[src/hdl/dfcb_pkg.sv]
// ----------------------------------------------------------------------------
// dfcb_pkg
// Shared widths, codes and types for the distance fog color blend pipeline.
// ----------------------------------------------------------------------------
`default_nettype none

package dfcb_pkg;

   // field widths
   localparam int COORD_W = 16;
   localparam int DIST_W  = 16;
   localparam int RGBA_W  = 32;
   localparam int CHAN_W  = 8;
   localparam int CHANNELS = RGBA_W / CHAN_W;

   // arithmetic widths
   localparam int DIFF_W = COORD_W + 1;
   localparam int SQ_W   = 2 * DIFF_W;
   localparam int SUM_W  = SQ_W + 1;
   localparam int ROOT_W = (SUM_W + 1) / 2;
   localparam int QUO_W  = 8;
   localparam int F_W    = QUO_W + 1;

   // iterations done per pipeline stage
   localparam int SQRT_STEPS = 2;
   localparam int DIV_STEPS  = 2;

   // configuration port
   localparam int CSR_W     = 16;
   localparam int CSR_IDX_W = 3;
   localparam logic [CSR_IDX_W-1:0] CSR_CAMERA_X      = 3'd0;
   localparam logic [CSR_IDX_W-1:0] CSR_CAMERA_Y      = 3'd1;
   localparam logic [CSR_IDX_W-1:0] CSR_CAMERA_Z      = 3'd2;
   localparam logic [CSR_IDX_W-1:0] CSR_NEAR_DISTANCE = 3'd3;
   localparam logic [CSR_IDX_W-1:0] CSR_FAR_DISTANCE  = 3'd4;

   localparam logic [DIST_W-1:0] NEAR_RESET = 16'd50;
   localparam logic [DIST_W-1:0] FAR_RESET  = 16'd300;

   // blend factor selection
   localparam int FMODE_W = 2;
   localparam logic [FMODE_W-1:0] FMODE_ZERO = 2'd0;
   localparam logic [FMODE_W-1:0] FMODE_FULL = 2'd1;
   localparam logic [FMODE_W-1:0] FMODE_FRAC = 2'd2;

   localparam logic [F_W-1:0] F_ONE = 9'd256;

   // color pair riding along the pipeline
   typedef struct packed {
      logic [RGBA_W-1:0] far_rgba;
      logic [RGBA_W-1:0] near_rgba;
   } color_pair_type;

endpackage

`default_nettype wire

[src/hdl/dfcb_frac.sv]
// ----------------------------------------------------------------------------
// dfcb_frac
// Pipelined restoring divider for the Q0.8 blend fraction, two quotient
// bits per stage, with the factor mode and color pair carried alongside.
// ----------------------------------------------------------------------------
`default_nettype none

module dfcb_frac (
   input  wire logic                          clock,
   input  wire logic                          reset,
   input  wire logic                          en,
   input  wire logic                          in_valid,
   input  wire logic [dfcb_pkg::FMODE_W-1:0]  in_mode,
   input  wire logic [dfcb_pkg::DIST_W-1:0]   in_num,
   input  wire logic [dfcb_pkg::DIST_W-1:0]   in_den,
   input  dfcb_pkg::color_pair_type           in_colors,
   output logic                               out_valid,
   output logic [dfcb_pkg::FMODE_W-1:0]       out_mode,
   output logic [dfcb_pkg::QUO_W-1:0]         out_quo,
   output dfcb_pkg::color_pair_type           out_colors
);
   import dfcb_pkg::*;

   localparam int STAGES = QUO_W / DIV_STEPS;

   logic                 valid_ff  [STAGES];
   logic [FMODE_W-1:0]   mode_ff   [STAGES];
   logic [DIST_W-1:0]    rem_ff    [STAGES];
   logic [DIST_W-1:0]    den_ff    [STAGES];
   logic [QUO_W-1:0]     quo_ff    [STAGES];
   color_pair_type       colors_ff [STAGES];

   for (genvar s = 0; s < STAGES; s++) begin : g_stage
      logic               vin;
      logic [FMODE_W-1:0] mode_in;
      logic [DIST_W-1:0]  rem_in;
      logic [DIST_W-1:0]  den_in;
      logic [QUO_W-1:0]   quo_in;
      color_pair_type     cin;
      logic [DIST_W-1:0]  rem_nx;
      logic [QUO_W-1:0]   quo_nx;

      // stage source
      if (s == 0) begin : g_first
         assign vin     = in_valid;
         assign mode_in = in_mode;
         assign rem_in  = in_num;
         assign den_in  = in_den;
         assign quo_in  = '0;
         assign cin     = in_colors;
      end else begin : g_next
         assign vin     = valid_ff[s-1];
         assign mode_in = mode_ff[s-1];
         assign rem_in  = rem_ff[s-1];
         assign den_in  = den_ff[s-1];
         assign quo_in  = quo_ff[s-1];
         assign cin     = colors_ff[s-1];
      end

      // shift, compare, subtract per quotient bit
      always_comb begin
         logic [DIST_W:0] rem_sh;
         rem_nx = rem_in;
         quo_nx = quo_in;
         for (int k = 0; k < DIV_STEPS; k++) begin
            rem_sh = {rem_nx, 1'b0};
            if (rem_sh >= {1'b0, den_in}) begin
               rem_nx = DIST_W'(rem_sh - {1'b0, den_in});
               quo_nx = {quo_nx[QUO_W-2:0], 1'b1};
            end else begin
               rem_nx = rem_sh[DIST_W-1:0];
               quo_nx = {quo_nx[QUO_W-2:0], 1'b0};
            end
         end
      end

      always_ff @(posedge clock) begin
         if (reset) begin
            valid_ff[s] <= 1'b0;
         end else if (en) begin
            valid_ff[s] <= vin;
         end
      end

      always_ff @(posedge clock) begin
         if (en) begin
            mode_ff[s]   <= mode_in;
            rem_ff[s]    <= rem_nx;
            den_ff[s]    <= den_in;
            quo_ff[s]    <= quo_nx;
            colors_ff[s] <= cin;
         end
      end
   end

   assign out_valid  = valid_ff[STAGES-1];
   assign out_mode   = mode_ff[STAGES-1];
   assign out_quo    = quo_ff[STAGES-1];
   assign out_colors = colors_ff[STAGES-1];

endmodule

`default_nettype wire

[config.mk]
export PLATFORM = sky130hd
export DESIGN_NAME = dfcb_frac
export DESIGN_NICKNAME = d
export VERILOG_FILES = /design/src/hdl/dfcb_pkg.sv /design/src/hdl/dfcb_frac.sv
export SDC_FILE = /design/constraint.sdc
export NUM_CORES = 1
export LEC_CHECK = 0
export BUFFER_PORTS_ARGS = -buffer_cell sky130_fd_sc_hd__clkbuf_2
export CAP_MARGIN = 20
export CORE_MARGIN = 1.5
export CORE_UTILIZATION = 52
export CTS_CLUSTER_SIZE = 40
export DETAILED_ROUTE_END_ITERATION = 10
export GPL_ROUTABILITY_DRIVEN = 0
export HOLD_SLACK_MARGIN = 0.03
export PLACE_DENSITY = 0.71
export SYNTH_ARGS = -nofsm -noshare
export SYNTH_HDL_FRONTEND = slang
export SYNTH_SLANG_ARGS = --single-unit
[constraint.sdc]
create_clock -name clock -period 17.2 [get_ports clock]
set_input_delay 3.44 -clock clock [delete_from_list [all_inputs] [get_ports clock]]
set_output_delay 3.44 -clock clock [all_outputs]
set_load 0.005 [all_outputs]
==> reports/summary.log, run 1 <==
[yosys] cell types occupying the most area after synthesis sky130_fd_sc_hd__edfxtp_1 (63%), sky130_fd_sc_hd__ha_1 (8.5%), sky130_fd_sc_hd__mux2_2 (3.3%), sky130_fd_sc_hd__xnor2_1 (2.8%), sky130_fd_sc_hd__a21oi_1 (2.5%)
[placement] half-perimeter wire length of the detailed placement result 25.27 mm
[pwr] static power due to leakage 8.373 nW
[yosys] Synth Flop Type sky130_fd_sc_hd__edfxtp_1
[timing] portion of the clock cycle consumed by the worst path in the final layout 47.95%
[setup_path] endpoint arrival time on the critical path 8.53 ns
[timing] Final Slew Violations 0
[pwr] net switching power of the design 1.290 mW
[timing] Worst slew margin 33.24%
[timing] TNS Setup 0 ns
[layout] share of post-route cells with drive strength above 1 20.18%
[routing] vias per cell 5.507
[yosys] total of warnings raised by yosys 0
[layout] nets 1748
[yosys] Post-Syn Area 18260 um2
[yosys] post-synthesis sequential element count 384
[clocking] buffer type at the clock tree root sky130_fd_sc_hd__clkbuf_16
[placement] Setup WS pre-CTS 8.479 ns
[timing] unrepaired setup endpoints after global routing false
[yosys] count of cell types in the netlist 69
[pwr] part of the power in registers 33.8%
[routing] DRC 0
[yosys] number of flops mapped to enable cells by yosys 384
[layout] post-layout utilization of the core 60.87%
[global_route] Remaining Overflow, GRT 0
[clocking] H-tree lvl count 2
[hold_path] worst hold-check path type reg2reg
[setup_path] required time reported for the critical path endpoint 17.48 ns
[floorplanning] die span in y 190.4 um
[timing] final-report hold violation count 0
[timing] clk_skew 0.02048 ns
[clocking] clk slew on worst S/H paths 0.06 ns
[timing] Highest Clock Rate 121.2 MHz
[routing] detail-routed net length per standard cell 17.58 um
[setup_path] type of origin of the critical path primary input
[yosys] ranking of synthesized cells by instance count sky130_fd_sc_hd__edfxtp_1 (384), sky130_fd_sc_hd__ha_1 (124), sky130_fd_sc_hd__a21oi_1 (92)
[setup_path] setup slack, reg-to-reg 11.50 ns
[setup_path] worst-path maximum fanout 22
[clocking] number of buffers inserted for hold repair after clock tree synthesis 0
[clocking] Clock Latency Late Sink 0.53 ns
[routing] count of nets left with antenna violations after detail routing 0
[clocking] Num Clock Sinks 384
[clocking] Post-CTS Setup Bufs 0
[hold_path] worst hold path endpoint colors_ff[2][4]$_DFFE_PP_
[pwr] Clk network pwr share 22.1%
[pwr] total power per unit cell area 180.9 nW/um2
[outcome] run status finished clean
[placement] placed cell areas 19710 um2
[layout] final standard cell area without fillers 21030 um2
[routing] total detailed-routing wirelength 35.17 mm
[floorplanning] total I/O pin count 177
[layout] Filler Cells Inserted 2665
[floorplanning] die width 190.4 um
[clocking] total CTS buffers 39
[flow_run] MaxCap Viol Count 0
[pwr] combinational power share 44.1%
[routing] routed via count 11020
[pwr] power consumption 3.803 mW
[setup_path] source of the worst register-to-register timing path den_ff[0][1]$_DFFE_PP_
[yosys] share of synthesized flip-flops with an asynchronous set or reset 0%
[setup_path] kind of critical path in2reg
[setup_path] CP endpoint kind register
[floorplanning] core region area 34540 um2
[pwr] peak ir drop on the vdd network 0.0001083 V
[global_route] initial antenna violation count 0
[global_route] total routing usage reported by global routing 19.16%
[setup_path] capture point of the worst reg-to-reg path rem_ff[1][2]$_DFFE_PP_
[hold_path] number of instances on the worst hold path 0
[global_route] maximum number of pins on one net before global-route repair 126
[routing] number of detailed-routing iterations run before antenna repair 5
[yosys] number of nets produced by synthesis 1535
[setup_path] cell count of the worst reg-to-reg path 19
[yosys] fraction of the yosys area taken by sequential cells 63.16%
[global_route] global-route wire length before repair 54.83 mm
[clocking] number of gates resized after CTS 0
[layout] FF+latch area 11530 um2
[global_route] vias in the first global route 10780
[layout] count of inserted antenna diode cells 0
[timing] worst setup slack after layout 8.952 ns
[timing] final worst path period need 8.248 ns
[yosys] share of the synthesized area in the top cell type 63.16%
[hold_path] hold path start colors_ff[1][4]$_DFFE_PP_
[yosys] number of standard cells after synthesis 1305
[timing] transition time at the pin with the least slew margin 1.001 ns
[pwr] Pint 2.513 mW
[routing] DR iter-0 viols 554
[yosys] most common cell in the synthesized netlist sky130_fd_sc_hd__edfxtp_1
[floorplanning] Die Outline Area 36240 um2
[setup_path] Worst setup startpoint in_den[8]
[clocking] maximum clock path buffer count 3
[floorplanning] effective utilization at floorplan 52.85%
[layout] Area Overhead vs Synth 15.17%
[placement] port buffer count 176
[timing] Final Setup Violations 0
[yosys] area leader, netlist sky130_fd_sc_hd__edfxtp_1
[clocking] CTS tree yes
[yosys] average instance area after synthesis 13.99 um2
[layout] Multi-input gate area 6362 um2
[floorplanning] Site Rows 68
[pwr] share of total power consumed by net switching 33.93%
metrics by stage:
stage               hold slack (ns)  cells
finish                       0.4091   2001
global route                 0.4126   2001
CTS                          0.4045   1999
detailed placement           0.4045   1930
global placement             0.4002   1930
floorplan                    0.4003   1305
layout by cell type (no fill, tap or decap), drive strengths merged, types with 8 or more instances in the layout:
| cell | n |
|---|---|
| nand2 | 41 |
| o21bai | 9 |
| o21ai | 52 |
| clkbuf | 221 |
| clkinv | 15 |
| nand4 | 12 |
| inv | 83 |
| nand3 | 24 |
| or2 | 8 |
| mux2 | 70 |
| xor2 | 26 |
| ha | 124 |
| a21oi | 94 |
| a31oi | 8 |
| and2 | 11 |
| edfxtp | 384 |
| and3 | 11 |
| nor2b | 19 |
| nand2b | 12 |
| a21o | 34 |
| nor2 | 75 |
| o21a | 25 |
| a211oi | 12 |
| buf | 10 |
| nor3 | 16 |
| xnor2 | 58 |
worst max path at each step:
stage / cells after the start / endpoint / slack [ns]
6_report: 22 / rem_ff[0][14]$_DFFE_PP_ / 8.95
5_1_grt: 21 / rem_ff[0][13]$_DFFE_PP_ / 8.52
4_1_cts: 22 / rem_ff[0][14]$_DFFE_PP_ / 8.99
2_1_floorplan: 21 / rem_ff[0][10]$_DFFE_PP_ / 9.32
3_3_place_gp: 21 / rem_ff[0][10]$_DFFE_PP_ / 8.62
3_5_place_dp: 22 / rem_ff[0][14]$_DFFE_PP_ / 8.48
power by group through the flow:
stage | logic [mW] | clock network, mW | registers [mW]
floorplan | 1.30 | 0 | 1.28
global placement | 1.60 | 0 | 1.30
detailed placement | 1.64 | 0 | 1.31
CTS | 1.66 | 0.862 | 1.29
global route | 1.86 | 0.891 | 1.30
finish | 1.68 | 0.839 | 1.29
area by class of cell:
type / instances / share of cell area (%)
well taps: 455 / 2.708
repair buffers: 185 / 4.689
clock inverters: 23 / 1.184
clock buffers: 46 / 4.868
inverters: 81 / 1.446
multi-input cells: 827 / 30.26
flip-flops and latches: 384 / 54.84
sequential cells by signal, indices dropped and copies added, names as in the netlist:
register and flops:
colors_ff 256, den_ff 48, rem_ff 48, quo_ff 20, mode_ff 8, valid_ff 4
kinds of logic after synthesis:
| group | share of synthesized area, % |
|---|---|
| flops | 63.16 |
| compound gates | 10.58 |
| simple gates | 6.812 |
| fa+ha+maj | 8.937 |
| buf+inv | 2.029 |
| xor+xnor | 4.030 |
| mux | 4.448 |
worst max-delay path, cell delays in order:
cell and delay [ns]:
sky130_fd_sc_hd__clkbuf_2 0.09, sky130_fd_sc_hd__inv_1 0.05, sky130_fd_sc_hd__ha_1 0.32, sky130_fd_sc_hd__a21o_1 0.18, sky130_fd_sc_hd__a21o_1 0.18, sky130_fd_sc_hd__nand3_1 0.08, sky130_fd_sc_hd__nand2_1 0.08, sky130_fd_sc_hd__a2111oi_0 0.52
sky130_fd_sc_hd__nand2_1 0.62, sky130_fd_sc_hd__nor2_1 0.25, sky130_fd_sc_hd__a21oi_1 0.09, sky130_fd_sc_hd__ha_1 0.37, sky130_fd_sc_hd__a21oi_1 0.28, sky130_fd_sc_hd__nor3b_1 0.32, sky130_fd_sc_hd__a211o_1 0.17, sky130_fd_sc_hd__and3_1 0.20
sky130_fd_sc_hd__a21oi_1 0.08, sky130_fd_sc_hd__a211o_1 0.31, sky130_fd_sc_hd__nor3b_2 0.27, sky130_fd_sc_hd__nor2_1 0.08, sky130_fd_sc_hd__buf_4 0.20, sky130_fd_sc_hd__mux2_1 0.34
routing by layer:
| metal | up-vias | global-route usage, % | share of wire, % |
|---|---|---|---|
| li1 | 5408 | - | - |
| met1 | 5256 | 24.37 | 43 |
| met2 | 297 | 33.72 | 50 |
| met3 | 59 | 2.816 | 4.9 |
| met4 | 0 | 6.057 | 2.4 |
| met5 | - | 0 | 0 |
(Power assumes the default switching activity.)
==> run 2, diff against run 1 <==
==> constraint.sdc (replaced) <==
create_clock -name clock -period 7.8 [get_ports clock]
set_input_delay 1.56 -clock clock [delete_from_list [all_inputs] [get_ports clock]]
set_output_delay 1.56 -clock clock [all_outputs]
set_load 0.005 [all_outputs]
==> reports/summary.log, run 2 (same netlist as run 1, synthesis figures left out) <==
[outcome] run status finished clean
[setup_path] critical path, cell by cell inv_1 > ha_1 > nor2b_1 > o31ai_1 > a211oi_1 > o21bai_1 > o311ai_2 > buf_4 > a21oi_1 > ha_1 > a21o_1 > a21oi_1 > o21ai_0 > a21oi_1 > a21oi_1 > a211oi_1 > nand3_1 > mux2_1
[clocking] buffer type at the clock tree root sky130_fd_sc_hd__clkbuf_16
[setup_path] delay of the slowest critical-path stage 0.80 ns [+0.18 ns]
[floorplanning] die span in y 190.4 um [unchanged]
[clocking] H-tree lvl count 2 [unchanged]
[setup_path] worst-path maximum fanout 25 [+14%]
[layout] final standard cell area without fillers 20960 um2 [-0.33%]
[timing] transition time at the pin with the least slew margin 1.023 ns [+0.02142 ns]
[layout] nets 1747 [-0.057%]
[placement] half-perimeter wire length of the detailed placement result 25.31 mm [+0.18%]
[routing] count of nets left with antenna violations after detail routing 0 [unchanged]
[pwr] net switching power of the design 2.834 mW [+120%]
[timing] Worst slew margin 31.62% [-1.6 points]
[routing] total detailed-routing wirelength 34.45 mm [-2.0%]
[floorplanning] core region area 34540 um2 [unchanged]
[floorplanning] Site Rows 68 [unchanged]
[clocking] number of gates resized after CTS 0 [unchanged]
[routing] detail-routed net length per standard cell 17.21 um [-2.1%]
[timing] Fin Hold WS 0.4097 ns [+0.0005820 ns]
[setup_path] kind of critical path reg2reg
[timing] Final Slew Violations 0 [unchanged]
[pwr] Clk network pwr share 21.2% [-0.9 points]
[setup_path] cell type of the slowest stage on the worst timing path sky130_fd_sc_hd__nand3_1
[timing] unrepaired setup endpoints after global routing false
[timing] TNS Setup 0 ns [unchanged]
[floorplanning] Die Outline Area 36240 um2 [unchanged]
[layout] Area Overhead vs Synth 14.79%
[floorplanning] effective utilization at floorplan 52.85% [unchanged]
[setup_path] crit-path most repeated cell sky130_fd_sc_hd__a21oi_1
[pwr] power consumption 8.252 mW [+120%]
[clocking] CTS tree yes
[setup_path] type of origin of the critical path register
[clocking] maximum clock path buffer count 3 [unchanged]
[timing] clk_skew 0.02821 ns [+0.007729 ns]
[setup_path] required time reported for the critical path endpoint 8.09 ns [-9.39 ns]
[routing] number of detailed-routing iterations run before antenna repair 5 [unchanged]
[layout] highest-count cells in the layout ignoring fill and taps sky130_fd_sc_hd__edfxtp_1 (384), sky130_fd_sc_hd__clkbuf_2 (175), sky130_fd_sc_hd__ha_1 (124), sky130_fd_sc_hd__a21oi_1 (92), sky130_fd_sc_hd__inv_1 (81)
[layout] flip-flop count of the largest register after layout 256 [unchanged]
[routing] vias per cell 5.453 [-0.98%]
[timing] Final Setup Violations 0 [unchanged]
[setup_path] endpoint arrival time on the critical path 6.48 ns [-2.05 ns]
[clocking] total CTS buffers 39 [unchanged]
[routing] DRC 0 [unchanged]
[pwr] Pint 5.418 mW [+120%]
[routing] routed via count 10920 [-0.93%]
[global_route] vias in the first global route 10810 [+0.25%]
[layout] most flop-heavy register colors_ff
[setup_path] CP endpoint kind register
[clocking] number of buffers inserted for hold repair after clock tree synthesis 0 [unchanged]
[floorplanning] die width 190.4 um [unchanged]
[layout] FF+latch area 11530 um2 [unchanged]
[global_route] initial antenna violation count 0 [unchanged]
[floorplanning] total I/O pin count 177 [unchanged]
[pwr] share of total power consumed by net switching 34.34% [+0.41 points]
[layout] leading registers by flop count colors_ff x256, den_ff x48, rem_ff x48
[global_route] global-route wire length before repair 54.58 mm [-0.47%]
[pwr] static power due to leakage 8.327 nW [-0.56%]
[placement] port buffer count 176 [unchanged]
[placement] placed cell areas 19730 um2 [+0.10%]
[routing] DR iter-0 viols 588 [+6.1%]
[pwr] part of the power in registers 34.3% [+0.5 points]
[layout] most common library cell in the layout ignoring fill and taps sky130_fd_sc_hd__edfxtp_1
[global_route] Remaining Overflow, GRT 0 [unchanged]
[layout] share of post-route cells with drive strength above 1 20.18% [unchanged]
[layout] Filler Cells Inserted 2706 [+1.5%]
[pwr] combinational power share 44.4% [+0.3 points]
[pwr] peak ir drop on the vdd network 0.0002263 V [+110%]
[clocking] clk slew on worst S/H paths 0.06 ns [about the same]
[hold_path] worst hold-check path type reg2reg
[global_route] total routing usage reported by global routing 18.92% [-0.23 points]
[layout] non-filler cells in the finished layout 2002 [+0.050%]
[timing] Highest Clock Rate 161.5 MHz
[clocking] Post-CTS Setup Bufs 0 [unchanged]
[pwr] total power per unit cell area 393.8 nW/um2 [+120%]
[flow_run] MaxCap Viol Count 0 [unchanged]
[clocking] Clock Latency Late Sink 0.54 ns [about the same]
[timing] final worst path period need 6.191 ns
[timing] final-report hold violation count 0 [unchanged]
[layout] Multi-input gate area 6362 um2 [unchanged]
[placement] number of cells after detailed placement 1931 [+0.052%]
[global_route] maximum number of pins on one net before global-route repair 122 [-3.2%]
[timing] portion of the clock cycle consumed by the worst path in the final layout 79.37%
[clocking] Num Clock Sinks 384 [unchanged]
## run 2: worst paths after layout
path	endpoint	cells after the start	start	slack [ns]
worst max-delay path	rem_ff[2][14]$_DFFE_PP_	18	den_ff[1][1]$_DFFE_PP_	1.61
worst min-delay path	colors_ff[1][13]$_DFFE_PP_	0	colors_ff[0][13]$_DFFE_PP_	0.41
worst max register to register	rem_ff[2][14]$_DFFE_PP_	18	den_ff[1][1]$_DFFE_PP_	1.61
worst min register to register	colors_ff[1][13]$_DFFE_PP_	0	colors_ff[0][13]$_DFFE_PP_	0.41
## run 2: area by class of cell
cell class	instances	area share [%]
Antenna cell	1	0.01194
Clock buffer	47	4.800
Clock inverter	23	1.039
Inverter	81	1.451
Multi-Input combinational cell	827	30.36
Sequential cell	384	55.02
Tap cell	455	2.717
Timing Repair Buffer	184	4.597
## run 2: stage by stage
| stage | util, % | setup slack [ns] |
|---|---|---|
| floorplan | - | 1.803 |
| global placement | 57.12 | 1.474 |
| detailed placement | 57.12 | 1.342 |
| CTS | 60.66 | 1.739 |
| global route | 60.66 | 1.175 |
| finish | 60.67 | 1.609 |
## run 2: power by group through the flow
stage          combinational (mW)  clock (mW)  sequential [mW]
2_1_floorplan                2.87           0             2.82
3_3_place_gp                 3.54           0             2.87
3_5_place_dp                 3.61           0             2.88
4_1_cts                      3.65        1.80             2.84
5_1_grt                      4.09        1.87             2.86
6_report                     3.67        1.75             2.83
## run 2: metal layers
metal | up-vias | GRT usage, % | share of wire (%)
met5 | - | 0 | 0
met4 | 0 | 5.482 | 2.0
met3 | 53 | 2.576 | 4.7
met2 | 271 | 32.97 | 50
met1 | 5186 | 24.72 | 43
li1 | 5407 | - | -
## run 2: critical path, delay by kind of cell (launching register included)
family | cells | cell delay (ns)
AND/OR/NAND/NOR | 2 | 0.95
buffers and inverters | 2 | 0.46
adder cells (fa/ha/maj) | 2 | 0.57
AO/OA/AOI/OAI | 11 | 2.86
multiplexers | 1 | 0.61
flip-flops | 1 | 0.47
