===== src/hdl/dfcb_pkg.sv =====
// ----------------------------------------------------------------------------
// dfcb_pkg
// Shared widths, codes and types for the distance fog color blend pipeline.
// ----------------------------------------------------------------------------
`default_nettype none

package dfcb_pkg;

   // field widths
   localparam int COORD_W = 16;
   localparam int DIST_W  = 16;
   localparam int RGBA_W  = 32;
   localparam int CHAN_W  = 8;
   localparam int CHANNELS = RGBA_W / CHAN_W;

   // arithmetic widths
   localparam int DIFF_W = COORD_W + 1;
   localparam int SQ_W   = 2 * DIFF_W;
   localparam int SUM_W  = SQ_W + 1;
   localparam int ROOT_W = (SUM_W + 1) / 2;
   localparam int QUO_W  = 8;
   localparam int F_W    = QUO_W + 1;

   // iterations done per pipeline stage
   localparam int SQRT_STEPS = 2;
   localparam int DIV_STEPS  = 2;

   // configuration port
   localparam int CSR_W     = 16;
   localparam int CSR_IDX_W = 3;
   localparam logic [CSR_IDX_W-1:0] CSR_CAMERA_X      = 3'd0;
   localparam logic [CSR_IDX_W-1:0] CSR_CAMERA_Y      = 3'd1;
   localparam logic [CSR_IDX_W-1:0] CSR_CAMERA_Z      = 3'd2;
   localparam logic [CSR_IDX_W-1:0] CSR_NEAR_DISTANCE = 3'd3;
   localparam logic [CSR_IDX_W-1:0] CSR_FAR_DISTANCE  = 3'd4;

   localparam logic [DIST_W-1:0] NEAR_RESET = 16'd50;
   localparam logic [DIST_W-1:0] FAR_RESET  = 16'd300;

   // blend factor selection
   localparam int FMODE_W = 2;
   localparam logic [FMODE_W-1:0] FMODE_ZERO = 2'd0;
   localparam logic [FMODE_W-1:0] FMODE_FULL = 2'd1;
   localparam logic [FMODE_W-1:0] FMODE_FRAC = 2'd2;

   localparam logic [F_W-1:0] F_ONE = 9'd256;

   // color pair riding along the pipeline
   typedef struct packed {
      logic [RGBA_W-1:0] far_rgba;
      logic [RGBA_W-1:0] near_rgba;
   } color_pair_type;

endpackage

`default_nettype wire


===== src/hdl/dfcb_isqrt.sv =====
// ----------------------------------------------------------------------------
// dfcb_isqrt
// Pipelined digit-by-digit integer square root, two root bits per stage,
// with the color pair carried alongside.
// ----------------------------------------------------------------------------
`default_nettype none

module dfcb_isqrt (
   input  wire logic                          clock,
   input  wire logic                          reset,
   input  wire logic                          en,
   input  wire logic                          in_valid,
   input  wire logic [dfcb_pkg::SUM_W-1:0]    in_radicand,
   input  dfcb_pkg::color_pair_type           in_colors,
   output logic                               out_valid,
   output logic [dfcb_pkg::ROOT_W-1:0]        out_root,
   output dfcb_pkg::color_pair_type           out_colors
);
   import dfcb_pkg::*;

   localparam int RAD_W  = 2 * ROOT_W;
   localparam int REM_W  = ROOT_W + 2;
   localparam int STAGES = ROOT_W / SQRT_STEPS;

   logic                 valid_ff  [STAGES];
   logic [RAD_W-1:0]     rad_ff    [STAGES];
   logic [REM_W-1:0]     rem_ff    [STAGES];
   logic [ROOT_W-1:0]    root_ff   [STAGES];
   color_pair_type       colors_ff [STAGES];

   for (genvar s = 0; s < STAGES; s++) begin : g_stage
      logic              vin;
      logic [RAD_W-1:0]  rad_in;
      logic [REM_W-1:0]  rem_in;
      logic [ROOT_W-1:0] root_in;
      color_pair_type    cin;
      logic [RAD_W-1:0]  rad_nx;
      logic [REM_W-1:0]  rem_nx;
      logic [ROOT_W-1:0] root_nx;

      // stage source
      if (s == 0) begin : g_first
         assign vin     = in_valid;
         assign rad_in  = {{(RAD_W-SUM_W){1'b0}}, in_radicand};
         assign rem_in  = '0;
         assign root_in = '0;
         assign cin     = in_colors;
      end else begin : g_next
         assign vin     = valid_ff[s-1];
         assign rad_in  = rad_ff[s-1];
         assign rem_in  = rem_ff[s-1];
         assign root_in = root_ff[s-1];
         assign cin     = colors_ff[s-1];
      end

      // trial subtract per root bit
      always_comb begin
         logic [REM_W+1:0] rem_sh;
         logic [REM_W+1:0] trial;
         rad_nx  = rad_in;
         rem_nx  = rem_in;
         root_nx = root_in;
         for (int k = 0; k < SQRT_STEPS; k++) begin
            rem_sh = {rem_nx, rad_nx[RAD_W-1 -: 2]};
            trial  = {{(REM_W-ROOT_W){1'b0}}, root_nx, 2'b01};
            rad_nx = {rad_nx[RAD_W-3:0], 2'b00};
            if (rem_sh >= trial) begin
               rem_nx  = REM_W'(rem_sh - trial);
               root_nx = {root_nx[ROOT_W-2:0], 1'b1};
            end else begin
               rem_nx  = rem_sh[REM_W-1:0];
               root_nx = {root_nx[ROOT_W-2:0], 1'b0};
            end
         end
      end

      always_ff @(posedge clock) begin
         if (reset) begin
            valid_ff[s] <= 1'b0;
         end else if (en) begin
            valid_ff[s] <= vin;
         end
      end

      always_ff @(posedge clock) begin
         if (en) begin
            rad_ff[s]    <= rad_nx;
            rem_ff[s]    <= rem_nx;
            root_ff[s]   <= root_nx;
            colors_ff[s] <= cin;
         end
      end
   end

   assign out_valid  = valid_ff[STAGES-1];
   assign out_root   = root_ff[STAGES-1];
   assign out_colors = colors_ff[STAGES-1];

endmodule

`default_nettype wire


===== config.mk =====
export PLATFORM = sky130hd
export DESIGN_NAME = dfcb_isqrt
export DESIGN_NICKNAME = d
export VERILOG_FILES = /design/src/hdl/dfcb_pkg.sv /design/src/hdl/dfcb_isqrt.sv
export SDC_FILE = /design/constraint.sdc
export NUM_CORES = 1
export LEC_CHECK = 0
export BUFFER_PORTS_ARGS = -buffer_cell sky130_fd_sc_hd__buf_2
export CORE_AREA = 4 4 332 334
export DETAILED_ROUTE_END_ITERATION = 10
export DIE_AREA = 0 0 336 338
export GPL_TIMING_DRIVEN = 1
export PLACE_DENSITY = 0.64
export SYNTH_ARGS = -nofsm -noshare
export SYNTH_HDL_FRONTEND = slang
export SYNTH_SLANG_ARGS = --single-unit

===== constraint.sdc =====
create_clock -name clock -period 4.8 [get_ports clock]
set_input_delay 0.96 -clock clock [delete_from_list [all_inputs] [get_ports clock]]
set_output_delay 0.96 -clock clock [all_outputs]
set_load 0.01 [all_outputs]

==> impl_metrics.toml, run 1 <==
[run_status]
status = "finished, final reports clean"

[grt]
grt_overflow = 0
grt_max_degree = 90
antenna_found_initial = 5
grt_pass1_vias = 24000
grt_pass1_wl_um = 127000
grt_use_total_pct = 13.9

[logic_synthesis]
synthXorXnorAreaFrac_pct = 4.24
syn_nets = 3251
synth_most_common_cell = "edfxtp_1"
yosysTopAreaCell = "edfxtp_1"
synth_top_area_share_pct = 68.1
ys.warnings.count = 0
syn_area_um2 = 42500
synth-compound-area-share_pct = 8.84
async_reset_ff_share_pct = 0
yosys.area_share.adder_pct = 5.44
synthTopCellsByCount = "edfxtp_1, ha_1, nor2_1"
postSynthCellCount = 2963
netlist_top_cells_area = "edfxtp_1, ha_1, xnor2_1, a21oi_1, nor2_1"
ys_seq_area_share_pct = 68.1
ys_ff_latch = 964
yosysUniqueCellTypes = 100
syn_avg_cell_area_um2 = 14.4
ys.flop_type = "edfxtp_1"
synthMuxAreaShare_pct = 1.67
synth_top_family_by_area = "compound AO/OA/AOI/OAI gates"
synthSimpleGateAreaFrac_pct = 8.56
synth_edf_count = 964

[floorplanning]
dieArea_um2 = 114000
start_util_pct = 39.8
core_area_um2 = 107000
ios = 186
rows = 120
die_h_um = 338
die_w_um = 336

[drt]
routed_wl_um = 80500
firstDrtPassIters = 5
drc = 0
wl_per_cell_um = 16.7
drtIter0Drc = 1426
ant_nets = 0
avgViaCountPerCell = 5.00
vias = 24000

[setup_path]
crit_chain = "ha_1 > nor2b_1 > o31a_1 > o22a_1 > a21oi_1 > o21bai_1 > a31oi_1 > xor2_1 > a21oi_2 > ha_4 > nand4_1 > nor3_2 > nand3_1 > or4_1 > a21oi_2 > nor2_2 > buf_12 > mux2_1"
worstSetupEndpointType = "register"
startpoint_type = "register"
arrival_ns = 4.98
endpoint = "rem_ff[0][156]"
path_common_cell = "a21oi_2"
crit_fanout = 16
worstReg2RegStart = "rem_ff[0][120]"
slowest_delay_ns = 0.53
worstPathRequired_ns = 5.17
reg2reg_to = "rem_ff[0][156]"
worstSetupPathType = "register to register"
r2r_slack_ns = 0.19
cp.depth = 18
worst-path-buf-inv = 1
critPathTopFamily = "compound AO/OA/AOI/OAI gates"
r2r_cells = 18
crit_slowest_cell = "or4_1"
timing.critical_path.from = "rem_ff[0][120]"

[clock_tree]
clockRootBuffer = "clkbuf_16"
clk_path_buf_depth = 3
clkTransAtPathRegs_ns = 0.06
cts-htree-levels = 3
hold_buffers = 0
cts_tree = "yes"
tritoncts.num_buffers = 100
clk_latency_ns = 0.68
cts_sinks = 964

[timing]
relSlewSlack_pct = 45.7
max_freq_mhz = 217
fin_skew_ns = 0.0587
min_period_ns = 4.61
setup_slack_ns = 0.192
rsz0062_at_grt = "false"
worst_pin_slew_ns = 0.815
slew_violations = 0
finalHoldViolations = 0
finalCritPeriodShare_pct = 96.0
finalSetupViolCount = 0
tns_ns = 0

[layout]
area_delta_synth_final_pct = 16.5
num-nets-final = 3609
layout-drive-gt1-share_pct = 18.7
layoutNonFillerInstCount = 4807

[pwr]
power-per-cell-area_nw_per_um2 = 495
leakage_nw = 18.8
vdd_drop_max_v = 0.000345

[min_path]
worst_hold_path_type = "register to register"

[placement]
dpl.hpwl_um = 58100
dp_slack_ns = -0.0283
routabilityCongestion = 0.918
place_inst = 4609
io_buffers = 185

[run]
maxCapViolCount = 0
-- per-stage QoR --
stage               utilization, %  instance area (um^2)  hold WS (ns)  power, mW
finish                        46.3                 49500         0.372       24.5
global placement              43.0                 45900         0.400       16.9
floorplan                        -                 42500         0.400       15.1
global route                  46.3                 49500         0.382       25.9
CTS                           46.1                 49200         0.358       24.7
detailed placement            43.0                 45900         0.405       17.0
-- layout by cell type (no fill, tap or decap), types with 15 or more instances in the layout --
cell / netlist / final
nand2_1: 145 / 145
o211ai_1: 16 / 16
a21o_1: 62 / 62
xor2_1: 77 / 77
nor4_1: 27 / 26
edfxtp_1: 964 / 964
o21ai_1: 15 / 15
nor3_1: 60 / 56
o21ai_0: 87 / 87
and2_1: 19 / 19
o21a_1: 31 / 31
a21oi_1: 174 / 161
nor2b_1: 24 / 24
clkinv_1: 0 / 21
nand2b_1: 22 / 22
mux2i_1: 24 / 23
a21oi_2: 4 / 17
or3_1: 25 / 25
ha_1: 185 / 179
xnor2_1: 127 / 127
inv_1: 161 / 159
buf_4: 69 / 164
o31ai_1: 29 / 28
nor2_1: 185 / 183
nand3_1: 47 / 45
and3_1: 20 / 19
clkbuf_1: 25 / 19
nand4_1: 30 / 30
a31oi_1: 30 / 29
mux2_2: 28 / 28
clkbuf_16: 0 / 101
buf_2: 10 / 184
-- cells by family (layout without fill, tap and decap cells) --
group	Yosys count	after routing
flops	964	964
buf+inv	279	717
mux	65	65
other cells	0	3
xor+xnor	205	205
fa+ha+maj	185	185
compound gates	569	569
simple gates	696	696
-- layer usage --
metal | vias to the layer above | part of all wire [%] | global-route usage [%]
li1 | 11900 | - | -
met2 | 476 | 51 | 24.7
met3 | 157 | 4.8 | 3.01
met1 | 11500 | 41 | 16.7
met5 | - | 0.029 | 0
met4 | 4 | 3.2 | 5.01
-- sequential cells by signal, indices dropped and copies added (netlist names) --
register,count
colors_ff,576
rem_ff,145
rad_ff,144
root_ff,90
valid_ff,9
-- worst min path at each step --
stage                                 from                 to  slack, ns  cells after the start
after floorplan           colors_ff[0][36]  colors_ff[0][100]       0.40                      0
after global placement      rad_ff[0][216]     rad_ff[0][252]       0.40                      0
after detailed placement  colors_ff[0][52]  colors_ff[0][116]       0.40                      0
after CTS                   rad_ff[0][119]     rad_ff[0][155]       0.36                      0
after global routing        rad_ff[0][119]     rad_ff[0][155]       0.38                      0
final                       rad_ff[0][119]     rad_ff[0][155]       0.37                      0
-- cell type report --
type	count	area, um^2
antenna	3	7.51
multi-input combinational	1720	12400
clock buffer	120	2600
inverter	169	647
fill	9470	57400
timing repair buffer	366	2480
tap	1403	1760
clock inverter	62	677
sequential	964	28900
-- timing repair --
| item | CTS | global route |
|---|---|---|
| pin swaps | 1 | 13 |
| setup endpoints to repair | 5 | 62 |
| resized for setup | 2 | 47 |
| buffers inserted | 1 | 12 |
-- worst register-to-register path, cell delays in order, from the launching register on --
cell and delay, ns:
edfxtp_1 0.40, ha_1 0.36, nor2b_1 0.17, o31a_1 0.31, o22a_1 0.20, a21oi_1 0.15
o21bai_1 0.11, a31oi_1 0.26, xor2_1 0.21, a21oi_2 0.11, ha_4 0.30, nand4_1 0.12
nor3_2 0.26, nand3_1 0.11, or4_1 0.53, a21oi_2 0.17, nor2_2 0.06, buf_12 0.16
mux2_1 0.32
-- report_power, final --
group | leakage (nW) | switching (mW) | internal (mW)
registers | 9.36 | 0.444 | 10.4
clock network | 1.58 | 3.18 | 4.38
logic | 7.82 | 3.42 | 2.67
total | 18.8 | 7.04 | 17.5
Note: power is estimated with default switching activity, not from simulation.
==> inputs of run 2 (changes only) <==
Settings changed: CELL_PAD_IN_SITES_DETAIL_PLACEMENT set to 1, CELL_PAD_IN_SITES_GLOBAL_PLACEMENT set to 2, CORE_AREA 4 4 332 334 to 4 4 467 238, DIE_AREA 0 0 336 338 to 0 0 471 242, PLACE_DENSITY 0.64 to 0.82, SLEW_MARGIN set to 20.
==> impl_metrics.toml, run 2 (same netlist as run 1, synthesis figures left out) <==
[run_status]
status = "finished, final reports clean"

[setup_path]
reg2reg_to = "rem_ff[0][103]"
startpoint_type = "register"
worstReg2RegStart = "root_ff[0][80]"
worstSetupEndpointType = "register"
worstSetupPathType = "register to register"
worstPathRequired_ns = 5.23
r2r_slack_ns = 0.17
arrival_ns = 5.05
crit_fanout = 10
r2r_cells = 18

[timing]
relSlewSlack_pct = 41.8
slew_violations = 0
max_freq_mhz = 216
whs_ns = 0.404
worst_pin_slew_ns = 0.873
setup_slack_ns = 0.171
fin_skew_ns = 0.0290
min_period_ns = 4.63
finalCritPeriodShare_pct = 96.4
tns_ns = 0
finalHoldViolations = 0
finalSetupViolCount = 0

[layout]
largest_reg_flops = 576
top_register = "colors_ff"
layout-drive-gt1-share_pct = 19.9
num-nets-final = 3670
area_delta_synth_final_pct = 17.0
layoutNonFillerInstCount = 4890
largest_registers = "colors_ff: 576 flops, rem_ff: 145 flops, rad_ff: 144 flops"
final_common_cell = "edfxtp_1"
layout_common_cells = "edfxtp_1, buf_4, nor2_1, buf_2, ha_1"

[placement]
routabilityCongestion = 0.918
io_buffers = 185
dpl.hpwl_um = 65500
dp_slack_ns = -0.0585
place_inst = 4714

[grt]
grt_overflow = 0
grt_pass1_vias = 26100
grt_max_degree = 123
grt_use_total_pct = 15.5
grt_pass1_wl_um = 142000
antenna_found_initial = 2

[clock_tree]
clkTransAtPathRegs_ns = 0.07
cts-htree-levels = 3
cts_sinks = 964
clockRootBuffer = "clkbuf_16"
clk_latency_ns = 0.68
cts_tree = "yes"
hold_buffers = 0
clk_path_buf_depth = 3
tritoncts.num_buffers = 86

[drt]
avgViaCountPerCell = 5.00
firstDrtPassIters = 5
ant_nets = 0
drc = 0
vias = 24400
drtIter0Drc = 1275
wl_per_cell_um = 18.2
routed_wl_um = 89100

[min_path]
hold_start = "rad_ff[0][82]"
min_path_cells = 0
holdPathEnd = "rad_ff[0][118]"
worst_hold_path_type = "register to register"

[floorplanning]
die_h_um = 242
rows = 85
start_util_pct = 39.8
ios = 186
dieArea_um2 = 114000
core_area_um2 = 107000
die_w_um = 471

[pwr]
seq_power_share_pct = 45.1
combPwrFrac_pct = 26.7
p_sw_share_pct = 29.5
vdd_drop_max_v = 0.000358
totalPowerFinal_mw = 24.2
cell_internal_pwr_mw = 17.0
clkPwrFrac_pct = 28.2
power-per-cell-area_nw_per_um2 = 486
leakage_nw = 18.9
p_sw_mw = 7.13

[run]
maxCapViolCount = 0
[run 2: changes by cell type in the layout (fill, tap and decap cells not counted), moves of 3 or more]
| cell | change |
|---|---|
| ha_1 | -6 |
| clkbuf_16 | -14 |
| clkinv_4 | -5 |
| ha_4 | +3 |
| ha_2 | +3 |
| buf_6 | -3 |
| buf_4 | +74 |
[run 2: critical path: stages, from the launching register on]
cell and delay [ns]:
edfxtp_1 0.42, inv_2 0.09, ha_2 0.30, and3_1 0.20
o21a_1 0.22, a2111oi_4 0.43, nand2_4 0.16, buf_12 0.18
nor2_1 0.11, a21oi_2 0.06, ha_2 0.41, or3b_2 0.45
a21oi_1 0.18, o2111ai_1 0.19, nand3b_1 0.17, nor3_2 0.06
and3b_2 0.28, inv_6 0.11, mux2_2 0.35
[run 2: how the worst max path moves through the flow]
stage	start	to	slack, ns	depth (start not counted)
3_5_place_dp	root_ff[0][18]	rem_ff[0][56]	-0.06	19
3_3_place_gp	root_ff[0][18]	rem_ff[0][56]	-0.03	19
5_1_grt	root_ff[0][79]	rem_ff[0][115]	-0.02	22
2_1_floorplan	rem_ff[0][127]	rem_ff[0][151]	0.04	19
6_report	root_ff[0][80]	rem_ff[0][103]	0.17	18
4_1_cts	root_ff[0][80]	rem_ff[0][103]	0.03	18
[run 2: what timing repair did]
item	CTS	global route
pin swaps	0	17
cloned	0	0
gates resized for setup	4	60
setup endpoints to repair	15	86
setup buffers	0	15
[run 2: power by group through the flow]
| stage | clock (mW) | sequential, mW | combinational, mW |
|---|---|---|---|
| global placement | 0 | 11.0 | 6.12 |
| finish | 6.82 | 10.9 | 6.45 |
| global route | 7.46 | 11.0 | 7.17 |
| CTS | 7.09 | 10.9 | 6.34 |
| detailed placement | 0 | 11.1 | 6.29 |
| floorplan | 0 | 10.9 | 4.24 |
[run 2: cell type report]
type                    count  area (um^2)
fillers                 10900        57200
flip-flops and latches    964        28900
multi-input cells        1720        12500
repair buffers            441         3070
clock buffers             108         2260
well taps                1435         1800
inverters                 169          652
clock inverters            52          523
diodes                      1         2.50
[run 2: per-layer routing]
layer	GRT usage [%]	wire, um	vias up
met1	18.8	37800	12000
met4	4.84	2470	2
met5	0	13	-
li1	-	-	12000
met3	2.74	2790	136
met2	28.0	46000	301
[run 2: through the flow]
step | cell area (um^2) | utilization [%]
floorplan | 42500 | -
global placement | 46600 | 43.5
detailed placement | 46600 | 43.5
CTS | 49400 | 46.1
global route | 49800 | 46.5
finish | 49800 | 46.5
==> inputs of run 3 (changes only) <==
Settings changed: RECOVER_POWER set to 100.
==> impl_metrics.toml, run 3 (same netlist as run 1, synthesis figures left out) <==
[clock_tree]
cts_sinks = 964
clk_path_buf_depth = 3
cts_tree = "yes"
tritoncts.num_buffers = 86
cts-htree-levels = 3
clockRootBuffer = "clkbuf_16"
clk_latency_ns = 0.68
clkTransAtPathRegs_ns = 0.07
hold_buffers = 0

[placement]
dpl.hpwl_um = 65500
routabilityCongestion = 0.918
io_buffers = 185

[layout]
utilization_pct = 46.2
largest_registers = "colors_ff: 576 flops, rem_ff: 145 flops, rad_ff: 144 flops"
layout_common_cells = "edfxtp_1, buf_4, nor2_1, ha_1, a21oi_1"
num-nets-final = 3670
largest_reg_flops = 576
final_common_cell = "edfxtp_1"
area_delta_synth_final_pct = 16.1
top_register = "colors_ff"
layout-drive-gt1-share_pct = 16.2

[timing]
slew_violations = 533
min_period_ns = 4.62
finalSetupViolCount = 0
fin_skew_ns = 0.0298
whs_ns = 0.404
max_freq_mhz = 217
relSlewSlack_pct = -77.2
worst_pin_slew_ns = 2.66
finalHoldViolations = 0
finalCritPeriodShare_pct = 96.2

[drt]
drc = 0
avgViaCountPerCell = 5.00
wl_per_cell_um = 18.2
vias = 24400
drtIter0Drc = 1263
wl_met2_um = 46100
topRoutingLayerUsed = "met5"
drt-met1-wl_um = 37900
routed_wl_um = 89200
firstDrtPassIters = 5
ant_nets = 0
dr_wl_met3_um = 2840

[run_status]
violations = "capacitance limit, slew limit"
status = "finished, violations left"

[setup_path]
worstSetupPathType = "register to register"
worstSetupEndpointType = "register"
arrival_ns = 5.04
startpoint_type = "register"
worstPathRequired_ns = 5.22
crit_fanout = 10

[pwr]
power-per-cell-area_nw_per_um2 = 488
vdd_drop_max_v = 0.000360
totalPowerFinal_mw = 24.1
leakage_nw = 18.5

[floorplanning]
dieArea_um2 = 114000
die_w_um = 471
ios = 186
rows = 85
core_area_um2 = 107000
die_h_um = 242
start_util_pct = 39.8

[grt]
antenna_found_initial = 3
grt_overflow = 0
grt_max_degree = 123
grt_pass1_vias = 26100
grt_pass1_wl_um = 142000
grt_use_total_pct = 15.5

[min_path]
worst_hold_path_type = "register to register"

[run]
maxCapViolCount = 8
## run 3: changes by cell type in the layout (fill, tap and decap cells not counted), sizes merged
cell,change
clkbuf,+138
buf,-138
## run 3: path summary, 6_finish.rpt
kind	from	endpoint	slack (ns)	cells past startpoint
worst max-delay path	root_ff[0][80]	rem_ff[0][103]	0.18	18
worst min-delay path	rad_ff[0][82]	rad_ff[0][118]	0.40	0
worst max register to register	root_ff[0][80]	rem_ff[0][103]	0.18	18
worst min register to register	rad_ff[0][82]	rad_ff[0][118]	0.40	0
## run 3: final cells by class
cell class | count | area (um^2)
fill | 10900 | 57600
inverter | 169 | 649
timing repair buffer | 441 | 2740
multi-input combinational | 1720 | 12500
clock buffer | 108 | 2260
antenna | 1 | 2.50
clock inverter | 52 | 523
tap | 1435 | 1800
sequential | 964 | 28900
## run 3: power by group
part	leakage, nW	internal, mW	switching, mW
clock	1.34	3.75	3.07
sequential	9.36	10.4	0.486
combinational	7.78	2.83	3.57
## run 3: per-stage QoR
step	std cells	cell area, um^2	worst slack (ns)	setup TNS (ns)
final	4890	49400	0.182	0
after floorplan	2963	42500	0.0409	0
after CTS	4874	49400	0.0274	0
after global placement	4714	46600	-0.0321	-0.0321
after detailed placement	4714	46600	-0.0585	-0.0666
after global routing	4889	49400	-0.0245	-0.125
## run 3: repair_timing
item / 4_1_cts / 5_1_grt
pin swaps: 0 / 17
setup buffers: 0 / 15
hold endpoints to repair: 0 / 0
endpoints found under the setup margin: 15 / 86
resized for setup: 4 / 60
## run 3: critical path, stage by stage, from the launching register on
cell and delay [ns]:
edfxtp_1 0.42, inv_2 0.09, ha_2 0.30, and3_1 0.20, o21a_1 0.22, a2111oi_4 0.43, nand2_4 0.16, buf_12 0.18
nor2_1 0.11, a21oi_2 0.06, ha_2 0.40, or3b_2 0.45, a21oi_1 0.18, o2111ai_1 0.19, nand3b_1 0.17, nor3_2 0.06
and3b_2 0.28, inv_6 0.11, mux2_2 0.35
## run 3: per-layer routing
layer / vias up / GRT usage (%)
met4: 2 / 4.84
li1: 12000 / -
met5: - / 0
met2: 273 / 28.0
met3: 136 / 2.74
met1: 12000 / 18.8
